<file path="config.mk">
export PLATFORM = sky130hd
export DESIGN_NAME = mfb_mac
export DESIGN_NICKNAME = d
export VERILOG_FILES = /design/src/design/mfb_pkg.sv /design/src/design/mfb_mac.sv
export SDC_FILE = /design/constraint.sdc
export NUM_CORES = 2
export LEC_CHECK = 0
export ABC_CLOCK_PERIOD_IN_PS = 5900
export BUFFER_PORTS_ARGS = -buffer_cell sky130_fd_sc_hd__buf_2
export CORE_ASPECT_RATIO = 0.9
export CORE_UTILIZATION = 45
export CTS_CLUSTER_DIAMETER = 120
export CTS_CLUSTER_SIZE = 28
export DETAILED_ROUTE_END_ITERATION = 8
export MAX_ROUTING_LAYER = met4
export PLACE_DENSITY = 0.62
export SLEW_MARGIN = 20
export SYNTH_ARGS = -nofsm -noshare
export SYNTH_HDL_FRONTEND = slang
export SYNTH_SLANG_ARGS = --single-unit
export TNS_END_PERCENT = 20
</file>
<file path="constraint.sdc">
create_clock -name clk_i -period 5.9 [get_ports clk_i]
set_clock_uncertainty 0.1 [all_clocks]
set_input_delay 0.885 -clock clk_i [delete_from_list [all_inputs] [get_ports clk_i]]
set_output_delay 0.885 -clock clk_i [all_outputs]
set_load 0.005 [all_outputs]
</file>
<file path="src/design/mfb_pkg.sv">
// ----------------------------------------------------------------------------
// mfb_pkg: shared types and constants of the Morlet filter bank convolver
// Request payload structs, register indexes, mode codes and sum limits.
// ----------------------------------------------------------------------------
package mfb_pkg;

  // Configuration port
  localparam int CFG_IDX_W  = 1;
  localparam int CFG_DATA_W = 10;

  localparam logic [CFG_IDX_W-1:0] CFG_HALF_WINDOW   = 1'b0;
  localparam logic [CFG_IDX_W-1:0] CFG_SCALES_IN_USE = 1'b1;

  localparam logic [9:0] HALF_WINDOW_RST   = 10'd428;
  localparam logic [4:0] SCALES_IN_USE_RST = 5'd11;

  // Request modes
  localparam logic MODE_COEF   = 1'b0;
  localparam logic MODE_SAMPLE = 1'b1;

  // Effective half window needs one bit more than the register
  localparam int HEFF_W = 11;

  // Warmup counter
  localparam int         WARM_W   = 10;
  localparam logic [9:0] WARM_MAX = 10'd1023;

  // Output sums
  localparam int                       SUM_W   = 40;
  localparam logic signed [SUM_W-1:0]  SUM_MAX = 40'sh7F_FFFF_FFFF;
  localparam logic signed [SUM_W-1:0]  SUM_MIN = 40'sh80_0000_0000;

  typedef struct packed {
    logic               mode;
    logic signed [15:0] sample;
    logic [3:0]         coef_scale;
    logic [8:0]         coef_tap;
    logic signed [15:0] coef_real;
    logic signed [15:0] coef_imag;
  } in_t;

  typedef struct packed {
    logic [3:0]              scale_out;
    logic signed [SUM_W-1:0] real_sum;
    logic signed [SUM_W-1:0] imag_sum;
    logic                    last_scale;
  } out_t;

  // Sample line control
  typedef struct packed {
    logic push;
    logic rewind;
    logic step;
  } line_ctl_t;

  // Multiply-accumulate control, issued with the memory reads
  typedef struct packed {
    logic valid;
    logic first;
    logic sub;
  } mac_ctl_t;

endpackage

</file>
<file path="src/design/mfb_mac.sv">
// ----------------------------------------------------------------------------
// mfb_mac: shared complex multiply-accumulate
// One sample times real and imaginary tap per cycle, two accumulators and
// 40-bit saturation of the finished sums.
// ----------------------------------------------------------------------------
module mfb_mac #(
  parameter int MAX_TAPS    = 512,
  parameter int SAMPLE_BITS = 16
) (
  input  logic                            clk_i,
  input  logic                            rst_ni,
  input  mfb_pkg::mac_ctl_t               ctl_i,
  input  logic signed [SAMPLE_BITS-1:0]   x_i,
  input  logic signed [15:0]              re_tap_i,
  input  logic signed [15:0]              im_tap_i,
  output logic                            busy_o,
  output logic signed [mfb_pkg::SUM_W-1:0] real_sum_o,
  output logic signed [mfb_pkg::SUM_W-1:0] imag_sum_o
);
  import mfb_pkg::*;

  localparam int PROD_W = SAMPLE_BITS + 16;
  localparam int ACC_W  = PROD_W + $clog2(2 * MAX_TAPS);
  localparam int EXT_W  = (ACC_W > SUM_W) ? ACC_W : SUM_W;
  localparam logic signed [EXT_W-1:0] MAXV = EXT_W'(SUM_MAX);
  localparam logic signed [EXT_W-1:0] MINV = EXT_W'(SUM_MIN);

  mac_ctl_t                  ctl1_q, ctl2_q;
  logic signed [PROD_W-1:0]  pr_q, pi_q;
  logic signed [ACC_W-1:0]   re_q, im_q, term_re, term_im;

  function automatic logic signed [SUM_W-1:0] sat(input logic signed [EXT_W-1:0] v);
    logic signed [SUM_W-1:0] r;
    if (v > MAXV)      r = SUM_MAX;
    else if (v < MINV) r = SUM_MIN;
    else               r = SUM_W'(v);
    return r;
  endfunction

  // Control follows the data through read and multiply stages
  always_ff @(posedge clk_i or negedge rst_ni) begin
    if (!rst_ni) begin
      ctl1_q <= '0;
      ctl2_q <= '0;
    end else begin
      ctl1_q <= ctl_i;
      ctl2_q <= ctl1_q;
    end
  end

  // Multiply stage
  always_ff @(posedge clk_i) begin
    if (ctl1_q.valid) begin
      pr_q <= PROD_W'(x_i) * PROD_W'(re_tap_i);
      pi_q <= PROD_W'(x_i) * PROD_W'(im_tap_i);
    end
  end

  // Accumulate; future offsets subtract on the imaginary side
  assign term_re = ACC_W'(pr_q);
  assign term_im = ctl2_q.sub ? -ACC_W'(pi_q) : ACC_W'(pi_q);

  always_ff @(posedge clk_i) begin
    if (ctl2_q.valid) begin
      re_q <= ctl2_q.first ? term_re : re_q + term_re;
      im_q <= ctl2_q.first ? term_im : im_q + term_im;
    end
  end

  assign busy_o     = ctl1_q.valid | ctl2_q.valid;
  assign real_sum_o = sat(EXT_W'(re_q));
  assign imag_sum_o = sat(EXT_W'(im_q));

endmodule

</file>
==> summary.md <==
| Metric | Value |
|---|---|
| CP endpoint kind | flop |
| Bufs on Longest Clock Path | 2 |
| Reg2reg setup slack | between 400 and 500 ps |
| WP buf/inv | 8 |
| DP Cell Count | 4559 |
| # rows | 90 |
| Non-Filler Instances | 4620 |
| Post-synthesis sequential area ratio | 15.05% |
| Multi-input logic area | ~0.024 mm2 |
| Area contributors post-synth | fa_1 35%, edfxtp_1 15%, ha_1 10% |
| Layout cells sized above 1 | 17.16% |
| Worst path slowest cell | fa_2 |
| CTS Sinks | 154 |
| Syn avg cell area | 9.070 um2 |
| 1st-pass router iterations | 6 |
| Mapped Area | 0.03052 mm2 |
| Vias/cell | 5.048 |
| Yosys reg bits | 154 |
| First-pass GRT wire length | 122900 um |
| Starting density of the core | 45.55% |
| Die Ht | 249.1 um |
| Global Route Usage Sum | 22.63% |
| R2r endpoint | im_q[41] |
| Failing checks | negative setup slack |
| Clk_lat worst skew | between 400 and 500 ps |
| H-tree Lvls | 4 |
| Post-layout net count | 4559 |
| Fmax | 156.5 MHz |
| Most numerous cell in the Yosys netlist | inv_1 |
| Final worst path period share | 108.3% |
| EDFF count, synth | roughly 150 |
| Asr flop ratio synth | 3.896% |
| Data required, critical path | 5990 ps |
| Number of CTS-inserted buffers | 17 |
| Largest delay share family, worst path | adder cells |
| DR iter-0 viols | 1089 |
| Synth top cells by count | 620 x inv_1, 526 x fa_1, 509 x nand2_1 |
| Post-synthesis net count | around 4.2k |
| Initial antenna violation count | 0 |
| Crit path depth | 26 |
| DRT antenna net count | 0 |
| Final setup viols | 25 |
| FF+latch area | 0.004603 mm2 |
| Post-DR wirelength/cell | between 15 and 20 um |
| Cell taking the most area after synthesis | fa_1 |
| Worst r2r path cells | 19 |
| Crit path largest cell delay | roughly 570 ps |
| Worst-path maximum fanout | 6 |
| Post-route setup TNS | -6597 ps |
| Hold-fix buffers, CTS | 0 |
| Final WL | 73370 um |
| Top-area cell type share of the netlist area | 34.50% |
| Slew @ Worst Pin | 836.3 ps |
| Status | finished, violations left |
| Port Buffer Count | around 130 |
| Hold Vio Cnt, Final | 0 |
| Clock slew at reported path FFs | ~60 ps |
| Die area | 0.06887 mm2 |
| Syn. warnings | 0 |
| Vias in the first global route | 23.87k |
| Max-slew headroom | between 40% and 50% |
| Max-cap violations | 0 |
| Vias | 23.32k |
| Place WS | -1306 ps |
| I/O pins | 134 |
| Drt drc | 0 |
| RSZ-0062 raised after global routing | true |
| Synth cell types | 78 |
| Tmin final | 6391 ps |
| Crit path DAT | 6480 ps |
| ANT cells | 0 |
| CP Class | input pin to flop |
| RePlAce Congestion | 0.8991 |
| R2r startpoint | pi_q[12] |
| Syn-to-layout area delta | 18.16% |
| Largest net degree at the start of global routing | 68 |
| CTS root buf | clkbuf_16 |
| Number of fill cells | 6170 |
| PnR worst setup slack | -491.5 ps |
| Core box area | 0.06700 mm2 |
| CP startpoint kind | input pin |
| Cells after Synth | 3365 |
| Grt total ovfl | 0 |
| Synth Flop Type | edfxtp_1 |
| Post-detail-place hpwl | 62130 um |
| Worst Hold Class | input pin to asynchronous set/reset pin |
| Slew Viols, Final | 0 |
| DIE WIDTH | 276.5 um |
| TritonCTS clock tree | yes |
==> cell families after synthesis <==
family	count (synthesis)	synth area share (%)
AOI/OAI and AO/OA	485	10.06
xor gates and xnor gates	162	4.649
adders and majority gates	773	44.63
buffers and inverters	750	9.228
DFF	154	15.05
muxes	11	0.3894
and+or+nand+nor	1030	16.00
==> layout by cell type (no fill, tap or decap), types with 9 or more instances in the layout <==
cell type / synthesis / layout
nand3_1: 22 / 21
nor3_1: 14 / 13
fa_1: 526 / 512
o21ai_1: 24 / 27
nand2b_1: 26 / 25
a211oi_1: 18 / 14
nor2b_1: 13 / 13
buf_4: 0 / 318
o211ai_1: 11 / 11
xnor2_1: 121 / 120
o31ai_1: 16 / 16
o21bai_1: 19 / 17
clkbuf_16: 0 / 19
buf_2: 1 / 104
and3_1: 12 / 12
nand4_1: 13 / 13
inv_1: 620 / 608
inv_2: 1 / 12
a21o_1: 50 / 50
o21ai_0: 116 / 110
a21oi_2: 0 / 16
a21oi_1: 132 / 116
and2_1: 253 / 237
nor2_1: 123 / 116
buf_6: 0 / 32
or3_1: 10 / 9
ha_4: 0 / 17
o21a_1: 20 / 20
and2_4: 0 / 16
buf_12: 0 / 13
fa_2: 0 / 14
a31oi_1: 16 / 15
xor2_1: 41 / 41
edfxtp_1: 148 / 148
nand2_1: 509 / 508
ha_1: 247 / 226
==> metrics by stage <==
stage | instance area (um2) | hold slack (ps) | util, %
CTS | 35800 | 134.5 | 53.43
detailed placement | 34430 | 238.6 | 51.38
global route | 36060 | 148.8 | 53.83
finish | 36060 | 157.9 | 53.83
global placement | 34430 | 233.5 | 51.38
floorplan | 30780 | 231.2 | -
==> worst max-delay path by stage <==
| stage | endpoint | slack (ps) | start |
|---|---|---|---|
| 2_1_floorplan | pr_q[31] | -810 | x_i[8] |
| 3_3_place_gp | pi_q[31] | -1300 | x_i[8] |
| 3_5_place_dp | pi_q[31] | -1310 | x_i[8] |
| 4_1_cts | pi_q[31] | -460 | x_i[7] |
| 5_1_grt | pi_q[25] | -720 | x_i[8] |
| 6_report | pi_q[25] | -490 | x_i[10] |
==> flip-flops by register name (all words and copies together) (netlist names) <==
signal,cells
re_q,42
im_q,42
ctl1_q,3
pr_q,32
ctl2_q,3
pi_q,32
==> final cells by class <==
class | instances | area share [%]
Clock buffer | 22 | 1.315
Clock inverter | 10 | 0.5169
Inverter | 621 | 6.474
Multi-Input combinational cell | 2461 | 65.58
Sequential cell | 154 | 12.76
Tap cell | 874 | 3.032
Timing Repair Buffer | 478 | 10.32
==> layer usage <==
| layer | GRT usage (%) | share of wire, % | wire length, um | vias up |
|---|---|---|---|---|
| li1 | - | - | - | 11361 |
| met1 | 33.96 | 51 | 37700 | 11446 |
| met2 | 33.33 | 43 | 31530 | 453 |
| met3 | 2.232 | 4.3 | 3180 | 60 |
| met4 | 4.198 | 1.3 | 952 | 0 |
| met5 | - | 0 | 0 | - |
==> timing repair <==
| item | CTS | global route |
|---|---|---|
| pin swaps | 52 | 54 |
| gates cloned | 2 | 2 |
| buffers inserted | 22 | 4 |
| resized for setup | 124 | 51 |
| endpoints found under the setup margin | 33 | 34 |
==> worst reg2reg max path, cell delays in order (launching register included) <==
cell and delay, ps:
edfxtp_1 420, or4_4 590, nor4_4 160, nand2b_1 90, or2_1 250, or3_1 400, or3_4 420, o31ai_4 200
xnor2_1 150, ha_1 410, and4_1 280, nand3_1 140, nor4_1 330, o21ai_1 190, a311oi_1 480, or3_1 190
a31oi_1 100, xnor2_1 140, a21oi_1 150, a31oi_1 50
Power is not shown: default switching activity piles up to over one toggle a cycle in this logic, so the estimate is an artifact.
